===== config.mk =====
export PLATFORM = sky130hd
export DESIGN_NAME = rms_current_meter
export DESIGN_NICKNAME = d
export VERILOG_FILES = /design/src/sv/rmsm_pkg.sv /design/src/sv/rmsm_root_unit.sv /design/src/sv/rms_current_meter.sv
export SDC_FILE = /design/constraint.sdc
export NUM_CORES = 2
export LEC_CHECK = 0
export ABC_CLOCK_PERIOD_IN_PS = 10700
export BUFFER_PORTS_ARGS = -buffer_cell sky130_fd_sc_hd__buf_2
export CORE_ASPECT_RATIO = 0.7
export CORE_MARGIN = 8
export CORE_UTILIZATION = 60
export DETAILED_ROUTE_END_ITERATION = 12
export PLACE_DENSITY = 0.75
export SETUP_SLACK_MARGIN = 0.15
export SYNTH_ARGS = -nofsm -noshare
export SYNTH_HDL_FRONTEND = slang
export SYNTH_SLANG_ARGS = --single-unit

===== constraint.sdc =====
create_clock -name clk -period 10.7 [get_ports clk]
set_input_delay 1.605 -clock clk [delete_from_list [all_inputs] [get_ports clk]]
set_output_delay 1.605 -clock clk [all_outputs]
set_load 0.02 [all_outputs]

===== src/sv/rmsm_pkg.sv =====
package rmsm_pkg;

  // Fixed-point layout of the offset filter
  localparam int FRAC_BITS  = 20;
  // The mean is scaled up by 2^16 ahead of the square root, giving a Q8 root
  localparam int MEAN_SHIFT = 16;
  // Q8 rms times Q16 gain leaves 24 fraction bits to drop
  localparam int GAIN_SHIFT = 24;

  localparam int RMS_W   = 18;
  localparam int CUR_W   = 20;
  localparam int GAIN_W  = 32;
  localparam int COUNT_W = 16;
  localparam int TAKEN_W = COUNT_W + 1;
  localparam int CFG_W   = GAIN_W;
  localparam int CFG_IDX_W = 1;

  localparam logic [RMS_W-1:0] RMS_MAX     = {RMS_W{1'b1}};
  localparam logic [CUR_W-1:0] CURRENT_MAX = {CUR_W{1'b1}};

  localparam logic [COUNT_W-1:0] SAMPLE_COUNT_RESET = 16'd1480;
  localparam logic [GAIN_W-1:0]  GAIN_RESET         = 32'd65536;

  typedef enum logic [CFG_IDX_W-1:0] {
    REG_SAMPLE_COUNT = 1'b0,
    REG_GAIN         = 1'b1
  } reg_idx_t;

endpackage


===== src/sv/rmsm_root_unit.sv =====
module rmsm_root_unit #(
  parameter int SUM_W = 37
) (
  input  logic                          clk,
  input  logic                          rst_n,
  input  logic                          start,
  input  logic [SUM_W-1:0]              dividend,
  input  logic [rmsm_pkg::TAKEN_W-1:0]  divisor,
  output logic                          done,
  output logic [(SUM_W+rmsm_pkg::MEAN_SHIFT+1)/2-1:0] root
);

  localparam int ITER  = (SUM_W + rmsm_pkg::MEAN_SHIFT + 1) / 2;
  localparam int V_W   = 2 * ITER;
  localparam int CMP_W = (ITER + 2 > rmsm_pkg::TAKEN_W + 1) ? ITER + 2 : rmsm_pkg::TAKEN_W + 1;
  localparam int CNT_W = $clog2(SUM_W + 1);

  typedef enum logic [1:0] {
    U_IDLE,
    U_DIV,
    U_SQRT
  } ustate_t;

  ustate_t                      state_r;
  logic [CNT_W-1:0]             cnt_r;
  logic [SUM_W-1:0]             dvd_r;
  logic [rmsm_pkg::TAKEN_W-1:0] dvs_r;
  logic [CMP_W-1:0]             rem_r;
  logic [V_W-1:0]               v_r;
  logic [ITER-1:0]              root_r;
  logic                         done_r;

  logic [CMP_W-1:0] op_a;
  logic [CMP_W-1:0] op_b;
  logic [CMP_W:0]   diff;
  logic             ge;
  logic [CMP_W-1:0] rem_nxt;
  logic [SUM_W-1:0] quot_nxt;

  // Shared compare-subtract: divide steps and root steps take turns on it
  always_comb begin
    if (state_r == U_SQRT) begin
      op_a = {rem_r[CMP_W-3:0], v_r[V_W-1:V_W-2]};
      op_b = CMP_W'({root_r, 2'b01});
    end else begin
      op_a = {rem_r[CMP_W-2:0], dvd_r[SUM_W-1]};
      op_b = CMP_W'(dvs_r);
    end
    diff     = {1'b0, op_a} - {1'b0, op_b};
    ge       = ~diff[CMP_W];
    rem_nxt  = ge ? diff[CMP_W-1:0] : op_a;
    quot_nxt = {dvd_r[SUM_W-2:0], ge};
  end

  always_ff @(posedge clk) begin
    if (!rst_n) begin
      state_r <= U_IDLE;
      cnt_r   <= '0;
      done_r  <= 1'b0;
    end else begin
      done_r <= (state_r == U_SQRT) && (cnt_r == CNT_W'(1));
      unique case (state_r)
        U_IDLE: begin
          if (start) begin
            dvd_r   <= dividend;
            dvs_r   <= divisor;
            rem_r   <= '0;
            cnt_r   <= CNT_W'(SUM_W);
            state_r <= U_DIV;
          end
        end
        U_DIV: begin
          dvd_r <= quot_nxt;
          if (cnt_r == CNT_W'(1)) begin
            // quotient complete: scale it and start the root
            v_r     <= V_W'({quot_nxt, {rmsm_pkg::MEAN_SHIFT{1'b0}}});
            rem_r   <= '0;
            root_r  <= '0;
            cnt_r   <= CNT_W'(ITER);
            state_r <= U_SQRT;
          end else begin
            rem_r <= rem_nxt;
            cnt_r <= cnt_r - 1'b1;
          end
        end
        U_SQRT: begin
          rem_r  <= rem_nxt;
          root_r <= {root_r[ITER-2:0], ge};
          v_r    <= {v_r[V_W-3:0], 2'b00};
          cnt_r  <= cnt_r - 1'b1;
          if (cnt_r == CNT_W'(1)) begin
            state_r <= U_IDLE;
          end
        end
        default: state_r <= U_IDLE;
      endcase
    end
  end

  assign done = done_r;
  assign root = root_r;

endmodule


===== src/sv/rms_current_meter.sv =====
// Channel | Direction | Ports                                    | Transaction
// in      | sink      | in_valid, in_ready, in_adc_sample        | one converter sample
// out     | source    | out_valid, out_ready, out_rms_counts_q8,  | one window result
//         |           | out_current_ma                           |
// cfg     | sink      | cfg_we, cfg_index, cfg_wdata             | one register write
//
// A sample passes through accept, filter step, square and accumulate; in_ready is low meanwhile.
// The last sample of a window then goes on to the root: one
// restoring divide step per sum bit and one root step per result bit on a shared subtractor,
// then the gain multiply and the output load.
// Reset is synchronous; it restores the registers, centres the offset and empties the window.
// The result sits in an output register: the next sample is taken while it waits; only a window
// end waits for the previous result to be taken.
module rms_current_meter #(
  parameter int ADC_BITS     = 10,
  parameter int FILTER_SHIFT = 10
) (
  input  logic                               clk,
  input  logic                               rst_n,
  input  logic                               in_valid,
  output logic                               in_ready,
  input  logic [ADC_BITS-1:0]                in_adc_sample,
  output logic                               out_valid,
  input  logic                               out_ready,
  output logic [rmsm_pkg::RMS_W-1:0]         out_rms_counts_q8,
  output logic [rmsm_pkg::CUR_W-1:0]         out_current_ma,
  input  logic                               cfg_we,
  input  logic [rmsm_pkg::CFG_IDX_W-1:0]     cfg_index,
  input  logic [rmsm_pkg::CFG_W-1:0]         cfg_wdata
);

  localparam int OFS_W  = ADC_BITS + rmsm_pkg::FRAC_BITS;
  localparam int MAG_W  = ADC_BITS + 1;
  localparam int SQ_W   = 2 * MAG_W;
  localparam int SUM_W  = 2 * ADC_BITS + 17;
  localparam int ROOT_W = (SUM_W + rmsm_pkg::MEAN_SHIFT + 1) / 2;
  localparam int PROD_W = rmsm_pkg::RMS_W + rmsm_pkg::GAIN_W;
  localparam logic [OFS_W-1:0] OFS_RESET = {1'b1, {(OFS_W-1){1'b0}}};
  localparam logic [OFS_W:0]   OFS_HALF  = (OFS_W+1)'(1) << (rmsm_pkg::FRAC_BITS - 1);

  typedef enum logic [2:0] {
    S_IDLE,
    S_FILT,
    S_SQ,
    S_ACC,
    S_ROOT,
    S_MUL,
    S_OUT
  } state_t;

  state_t                             state_r;
  logic [rmsm_pkg::COUNT_W-1:0]       sample_count_r;
  logic [rmsm_pkg::GAIN_W-1:0]        gain_r;
  logic [ADC_BITS-1:0]                sample_r;
  logic [OFS_W-1:0]                   offset_r;
  logic [SQ_W-1:0]                    sq_r;
  logic [SUM_W-1:0]                   sum_r;
  logic [rmsm_pkg::COUNT_W-1:0]       pos_r;
  logic [rmsm_pkg::RMS_W-1:0]         rms_r;
  logic [PROD_W-1:0]                  prod_r;
  logic                               out_valid_r;
  logic [rmsm_pkg::RMS_W-1:0]         out_rms_r;
  logic [rmsm_pkg::CUR_W-1:0]         out_cur_r;

  logic signed [OFS_W:0]              ofs_diff;
  logic signed [OFS_W:0]              ofs_sum;
  logic [OFS_W:0]                     ofs_round;
  logic [MAG_W-1:0]                   rounded;
  logic [MAG_W-1:0]                   sample_ext;
  logic [MAG_W-1:0]                   mag;
  logic [SUM_W-1:0]                   sum_nxt;
  logic [rmsm_pkg::COUNT_W-1:0]       pos_nxt;
  logic [rmsm_pkg::COUNT_W-1:0]       count_eff;
  logic                               window_end;
  logic [rmsm_pkg::TAKEN_W-1:0]       taken;
  logic                               root_start;
  logic                               root_done;
  logic [ROOT_W-1:0]                  root;
  logic [rmsm_pkg::RMS_W-1:0]         rms_sat;
  logic [PROD_W-rmsm_pkg::GAIN_SHIFT-1:0] cur_full;
  logic [rmsm_pkg::CUR_W-1:0]         cur_sat;
  logic                               out_free;

  always_comb begin
    // filter step rounds toward minus infinity
    ofs_diff   = $signed({1'b0, sample_r, {rmsm_pkg::FRAC_BITS{1'b0}}}) -
                 $signed({1'b0, offset_r});
    ofs_sum    = $signed({1'b0, offset_r}) + (ofs_diff >>> FILTER_SHIFT);
    ofs_round  = {1'b0, offset_r} + OFS_HALF;
    rounded    = ofs_round[OFS_W:rmsm_pkg::FRAC_BITS];
    sample_ext = {1'b0, sample_r};
    mag        = (sample_ext >= rounded) ? sample_ext - rounded : rounded - sample_ext;
    sum_nxt    = sum_r + SUM_W'(sq_r);
    pos_nxt    = pos_r + 1'b1;
    count_eff  = (sample_count_r == '0) ? rmsm_pkg::COUNT_W'(1) : sample_count_r;
    window_end = (pos_nxt == '0) || (pos_nxt >= count_eff);
    // a wrapped position means a full 65536-sample window
    taken      = (pos_nxt == '0) ? {1'b1, {rmsm_pkg::COUNT_W{1'b0}}} : {1'b0, pos_nxt};
    root_start = (state_r == S_ACC) && window_end;
    rms_sat    = (root > ROOT_W'(rmsm_pkg::RMS_MAX)) ? rmsm_pkg::RMS_MAX
                                                     : root[rmsm_pkg::RMS_W-1:0];
    cur_full   = prod_r[PROD_W-1:rmsm_pkg::GAIN_SHIFT];
    cur_sat    = (cur_full > (PROD_W-rmsm_pkg::GAIN_SHIFT)'(rmsm_pkg::CURRENT_MAX))
                 ? rmsm_pkg::CURRENT_MAX : cur_full[rmsm_pkg::CUR_W-1:0];
    out_free   = !out_valid_r || out_ready;
  end

  rmsm_root_unit #(
    .SUM_W (SUM_W)
  ) u_root (
    .clk      (clk),
    .rst_n    (rst_n),
    .start    (root_start),
    .dividend (sum_nxt),
    .divisor  (taken),
    .done     (root_done),
    .root     (root)
  );

  always_ff @(posedge clk) begin
    if (!rst_n) begin
      sample_count_r <= rmsm_pkg::SAMPLE_COUNT_RESET;
      gain_r         <= rmsm_pkg::GAIN_RESET;
    end else if (cfg_we) begin
      unique case (rmsm_pkg::reg_idx_t'(cfg_index))
        rmsm_pkg::REG_SAMPLE_COUNT: sample_count_r <= cfg_wdata[rmsm_pkg::COUNT_W-1:0];
        rmsm_pkg::REG_GAIN:         gain_r         <= cfg_wdata[rmsm_pkg::GAIN_W-1:0];
        default: ;
      endcase
    end
  end

  always_ff @(posedge clk) begin
    if (!rst_n) begin
      state_r     <= S_IDLE;
      offset_r    <= OFS_RESET;
      sum_r       <= '0;
      pos_r       <= '0;
      out_valid_r <= 1'b0;
    end else begin
      if ((state_r == S_OUT) && out_free) begin
        out_valid_r <= 1'b1;
      end else if (out_valid_r && out_ready) begin
        out_valid_r <= 1'b0;
      end
      unique case (state_r)
        S_IDLE: begin
          if (in_valid) begin
            sample_r <= in_adc_sample;
            state_r  <= S_FILT;
          end
        end
        S_FILT: begin
          offset_r <= ofs_sum[OFS_W-1:0];
          state_r  <= S_SQ;
        end
        S_SQ: begin
          sq_r    <= mag * mag;
          state_r <= S_ACC;
        end
        S_ACC: begin
          if (window_end) begin
            // the root unit has latched the sum: clear the window
            sum_r   <= '0;
            pos_r   <= '0;
            state_r <= S_ROOT;
          end else begin
            sum_r   <= sum_nxt;
            pos_r   <= pos_nxt;
            state_r <= S_IDLE;
          end
        end
        S_ROOT: begin
          if (root_done) begin
            rms_r   <= rms_sat;
            state_r <= S_MUL;
          end
        end
        S_MUL: begin
          prod_r  <= rms_r * gain_r;
          state_r <= S_OUT;
        end
        S_OUT: begin
          // hold until the previous result has gone
          if (out_free) begin
            out_rms_r <= rms_r;
            out_cur_r <= cur_sat;
            state_r   <= S_IDLE;
          end
        end
        default: state_r <= S_IDLE;
      endcase
    end
  end

  assign in_ready          = (state_r == S_IDLE);
  assign out_valid         = out_valid_r;
  assign out_rms_counts_q8 = out_rms_r;
  assign out_current_ma    = out_cur_r;

endmodule

# Word-level counts from Yosys, hierarchy flattened
# Cells that the tools add are included.
# Widths: inputs -> output; s select.
# classes
mux	31
n_reduce_logical	29
n_mul	2
add_sub_neg	9
n_lt_le_gt_ge	4
bitwise_logic	2
n_eq_ne	15
# op_table
op	n
$pmux 54 s2	1
$mux 28	3
$pmux 28 s3	1
$mux 37	2
$pmux 37 s2	1
$mux 29	2
$mux 54	1
$pmux 27 s2	1
$mul 18x32->50	1
$add 37x22->37	1
$logic_not 16->1	2
$mux 16	2
$add 30x20->31 const B	1
$sub 30x30->31	1
$add 30x21->30	1
$sub 29x29->30	1
$gt 27x18->1 const B	1
$mux 27	1
$reduce_and 3->1	9
$gt 26x20->1 const B	1
$mul 11x11->22	1
$pmux 3 s7	1
$pmux 6 s3	1
$mux 17	1
other kinds (29)	54
# word_totals
output_inout_bits	40
regBits	445
word_cells	114
inputBits	48

# Longest topological paths before layout
# logic_depth
word_depth	7
ltp_mapped	39
ltp_nobuf	37

# By module
# A second synthesis with hierarchy kept.
# unflattened
cells_unflattened	4512
area_unflattened_um2	42881.1
# by_module_without_submodules
module	n_inst	area_per_inst_um2	cells_per_inst
rms_current_meter	1	34162.8	3820
rmsm_root_unit	1	8718.4	692

# Worst setup path after synthesis
# OpenSTA, ideal clock, no wires.
# synth_timing
path_type	register -> register
start	register offset_r[21]
end	register sq_r[21], data pin
setup_time_ns	0.258
arrival_time_ns	7.945
synth_period_minus_slack_ns	8.202
path_slack_ns	2.498
stages_incl_launch_ff	38
path_cell_list	dfxtp_1 > inv_1 > nor3_1 > nand3_1 > xnor2_1 > ha_1 > clkbuf_1 > o21a_1 > nor2_1 > a21oi_1 > a211oi_1 > nor3_2 > buf_2 > nor2_1 > a21o_1 > xnor2_1 > nand2_1 > fa_1 > (+2 left out) > inv_1 > fa_1 > inv_1 > fa_1 > inv_1 > fa_1 > inv_1 > ha_1 > nor3_1 > o21ai_0 > a31o_2 > a211oi_1 > o21ai_0 > a31oi_1 > nor2b_1 > o21a_1 > o41a_1 > xnor2_1
# synth_via
elab_chain_len	4
elab_cells_between_ends	6
# synth_lines
element	line_no	rtl
from (decl)	rms_current_meter.sv:55	logic [OFS_W-1:0] offset_r;
from (signal assigned)	rms_current_meter.sv:154	offset_r <= ofs_sum[OFS_W-1:0];
$add 30x20->31 (*)	rms_current_meter.sv:89	ofs_round = {1'b0, offset_r} + OFS_HALF;
$sub 11x10->11 (tied with other cells)	rms_current_meter.sv:92	mag = (sample_ext >= rounded) ? sample_ext - rounded : rounded - sample_ext;
$mux 11 (*)	rms_current_meter.sv:92	
$mul 11x11->22 (*)	rms_current_meter.sv:158	sq_r <= mag * mag;
to (signal assigned)	rms_current_meter.sv:158	
to (decl)	rms_current_meter.sv:56	logic [SQ_W-1:0] sq_r;
# Mark *: on every way between the ends. The rest lies on a longest branch, timed or not.
# A chain may end at the register's enable or synchronous reset.

# Worst setup path in the final report
# Ends and elaborated chain as after synthesis.

==> flow_metrics.py <==
metrics = {
    "floorplanning": {
        "pin_count": 88,
        "die_y_um": 237,
        "fp.dieW_um": 332,
        "coreArea_sq_um": 69500,
        "rows": 81,
        "start_util": 0.604,
        "dieArea_sq_um": 78800,
    },
    "sta": {
        "fin_hold_ws_ns": 0.458,
        "finalCriticalPeriod_ns": 9.50,
        "fmax_mhz": 105,
        "setup_violations": 0,
        "fin_skew_ns": 0.0170,
        "hold_viol_final": 0,
        "finalMaxSlewViolations": 0,
        "maxSlewHeadroom": 0.185,
        "setup_tns_ns": 0,
        "post-route-period-util": 0.888,
        "rsz0062_at_grt": "false",
        "tightest_slew_ns": 1.22,
    },
    "job": {
        "cap_violations": 0,
    },
    "synthesis": {
        "syn_area_sq_um": 42000,
        "ys_types": 92,
        "yosysWarnings": 0,
        "synth_area_per_cell_sq_um": 9.34,
        "synth_top_cell_by_area": "fa_1",
        "synth_edf_count": 260,
        "yosysTopAreaCellShare": 0.260,
        "synth.top_cells.by_area": "fa_1, edfxtp_1, ha_1",
        "ys_ff_latch": 404,
        "synthesis.nets": 5393,
        "syn_inst": 4493,
        "synthFlopType": "edfxtp_1",
        "yosysSeqAreaShare": 0.255,
        "synth-async-reset-ratio": 0,
    },
    "routing": {
        "wl_mm": 101,
        "ant_nets": 0,
        "dr_total_vias": 30972,
        "drc": 0,
        "dr.pass1.iters": 5,
        "wl_per_cell_um": 18.7,
        "viasPerCell": 5.73,
        "drtIter0Drc": 2401,
    },
    "global_route": {
        "grt_max_degree": 85,
        "grt.total_usage": 0.257,
        "overflow": 0,
        "grt_pass1_wl_mm": 166,
        "first_global_vias": 30962,
        "antenna_found_initial": 0,
    },
    "setup_path": {
        "r2r_start": "offset_r[21]$_SDFFE_PN0P_",
        "critPathMaxFanout": 14,
        "startpoint_type": "flop",
        "cp.required_ns": 11.06,
        "worst_path_max_delay_cell": "nor3_2",
        "regToRegSetupSlack_ns": 1.20,
        "arrival_ns": 9.86,
        "critPathCaptureType": "flop",
        "r2r_end": "sq_r[21]$_DFFE_PP_",
        "slowest_delay_ns": 0.85,
        "worstRegToRegCells": 36,
        "path_class": "reg -> reg",
        "worst_path_most_repeated_cell": "inv_1",
    },
    "hold_path": {
        "whs_endpoint": "sample_count_r[0]$_SDFFE_PN0P_",
        "min-delay-start": "sample_count_r[0]$_SDFFE_PN0P_",
        "hold-path-cell-count": 2,
        "hp-class": "reg -> reg",
    },
    "finish": {
        "area_delta_synth_final_pct": 6.59,
        "drive_gt1_frac": 0.0827,
        "diodes": 0,
        "final_nets": 5359,
    },
    "clock_tree": {
        "clock-sinks": 404,
        "cts-root-buf": "clkbuf_16",
        "cts_buffers": 45,
        "cts_resized": 0,
        "cts_tree": "yes",
        "cts_hold_buf": 0,
        "clk_path_buf_depth": 3,
        "insertion_delay_ns": 0.62,
        "post_cts_buffers": 0,
        "htreeDepth": 2,
        "clk_pin_slew_ns": 0.07,
    },
    "status": {
        "status": "complete, no violations",
    },
    "placement": {
        "place_hpwl_mm": 74.9,
        "routabilityCongestion": 0.884,
        "io_buffers": 87,
    },
}
## area by class of cell
cell class | instances | area, sq um
timing repair buffer | 141 | 841
multi-input combinational | 3187 | 27900
clock buffer | 52 | 1200
clock inverter | 32 | 425
fill | 5632 | 24800
tap | 913 | 1140
sequential | 404 | 10700
inverter | 680 | 2550
## state kept, by name (all words and copies together) (netlist names), 3 cells and up
register / count
sample_count_r: 16
u_root.root: 27
u_root.dvd_r: 37
rms_r: 18
prod_r: 26
offset_r: 30
u_root.rem_r: 28
gain_r: 32
u_root.dvs_r: 17
out_current_ma: 20
u_root.cnt_r: 6
sq_r: 21
pos_r: 16
u_root.v_r: 38
out_rms_counts_q8: 18
state_r: 3
sum_r: 37
sample_r: 10
## cell usage after synthesis (13+ instances only)
cell	n
a211oi_1	23
a21o_1	62
a21oi_1	254
a31oi_1	19
and2_1	188
and3_1	30
buf_1	23
clkbuf_1	177
dfxtp_1	144
edfxtp_1	260
fa_1	545
ha_1	307
inv_1	678
mux2_2	70
nand2_1	754
nand2b_1	27
nand3_1	66
nor2_1	156
nor2b_1	27
nor3_1	65
o211ai_1	13
o21a_1	26
o21ai_0	134
or2_2	43
xnor2_1	124
xor2_1	60
## routing by layer
layer | vias to the layer above | wire length, um | global-route usage
met5 | - | 0 | 0
met4 | 0 | 2400 | 0.0669
met3 | 144 | 8740 | 0.0439
met2 | 1163 | 43000 | 0.385
met1 | 15272 | 46800 | 0.388
li1 | 14393 | - | -
## critical path, delay by kind of cell, from the launching register on
family | cells | cell delay [ns]
adder cells (fa/ha/maj) | 7 | 3.01
AO/OA/AOI/OAI | 8 | 1.75
flip-flops | 1 | 0.45
multiplexers | 1 | 0.22
AND/OR/NAND/NOR | 11 | 2.54
XOR/XNOR | 3 | 0.93
buffers and inverters | 6 | 0.35
## cells by family (layout without fill, tap and decap cells)
logic type / after synthesis / after routing / share of synthesized area
AOI/OAI and AO/OA: 638 / 638 / 0.0932
muxes: 82 / 82 / 0.0217
DFF: 404 / 404 / 0.255
xor gates and xnor gates: 184 / 184 / 0.0384
buffers and inverters: 902 / 905 / 0.0826
and+or+nand+nor: 1431 / 1431 / 0.158
adders and majority gates: 852 / 852 / 0.352
## worst max-delay path by stage
stage / cells after the start / endpoint / slack, ns / startpoint
after CTS: 34 / sq_r[21]$_DFFE_PP_ / 1.31 / offset_r[21]$_SDFFE_PN0P_
after floorplan: 37 / sq_r[21]$_DFFE_PP_ / 2.50 / offset_r[21]$_SDFFE_PN0P_
final: 36 / sq_r[21]$_DFFE_PP_ / 1.20 / offset_r[21]$_SDFFE_PN0P_
after global routing: 35 / sq_r[21]$_DFFE_PP_ / 0.48 / offset_r[21]$_SDFFE_PN0P_
after global placement: 35 / sq_r[21]$_DFFE_PP_ / 1.55 / offset_r[21]$_SDFFE_PN0P_
after detailed placement: 34 / sq_r[21]$_DFFE_PP_ / 1.37 / offset_r[21]$_SDFFE_PN0P_
## per-stage QoR
| stage | util | cells | worst slack (ns) | cell area (sq um) |
|---|---|---|---|---|
| after floorplan | - | 4493 | 2.50 | 42000 |
| after global placement | 0.620 | 5325 | 1.55 | 43100 |
| after detailed placement | 0.620 | 5325 | 1.37 | 43100 |
| after CTS | 0.643 | 5409 | 1.31 | 44700 |
| after global routing | 0.643 | 5409 | 0.480 | 44700 |
| final | 0.643 | 5409 | 1.20 | 44700 |
## cell usage in the layout, fill, tap and decap left out, drive strengths merged, types with 31 or more instances in the layout
master,instances
xor2,60
and2,189
dfxtp,144
a21oi,257
xnor2,124
nor3,69
o21ai,137
buf,141
edfxtp,260
fa,545
ha,307
and3,31
inv,685
a21o,63
nand2,755
or2,43
nand3,67
clkbuf,52
mux2,71
nor2,157
Power is not shown: default switching activity piles up to over one toggle a cycle in this logic, so the estimate is an artifact.
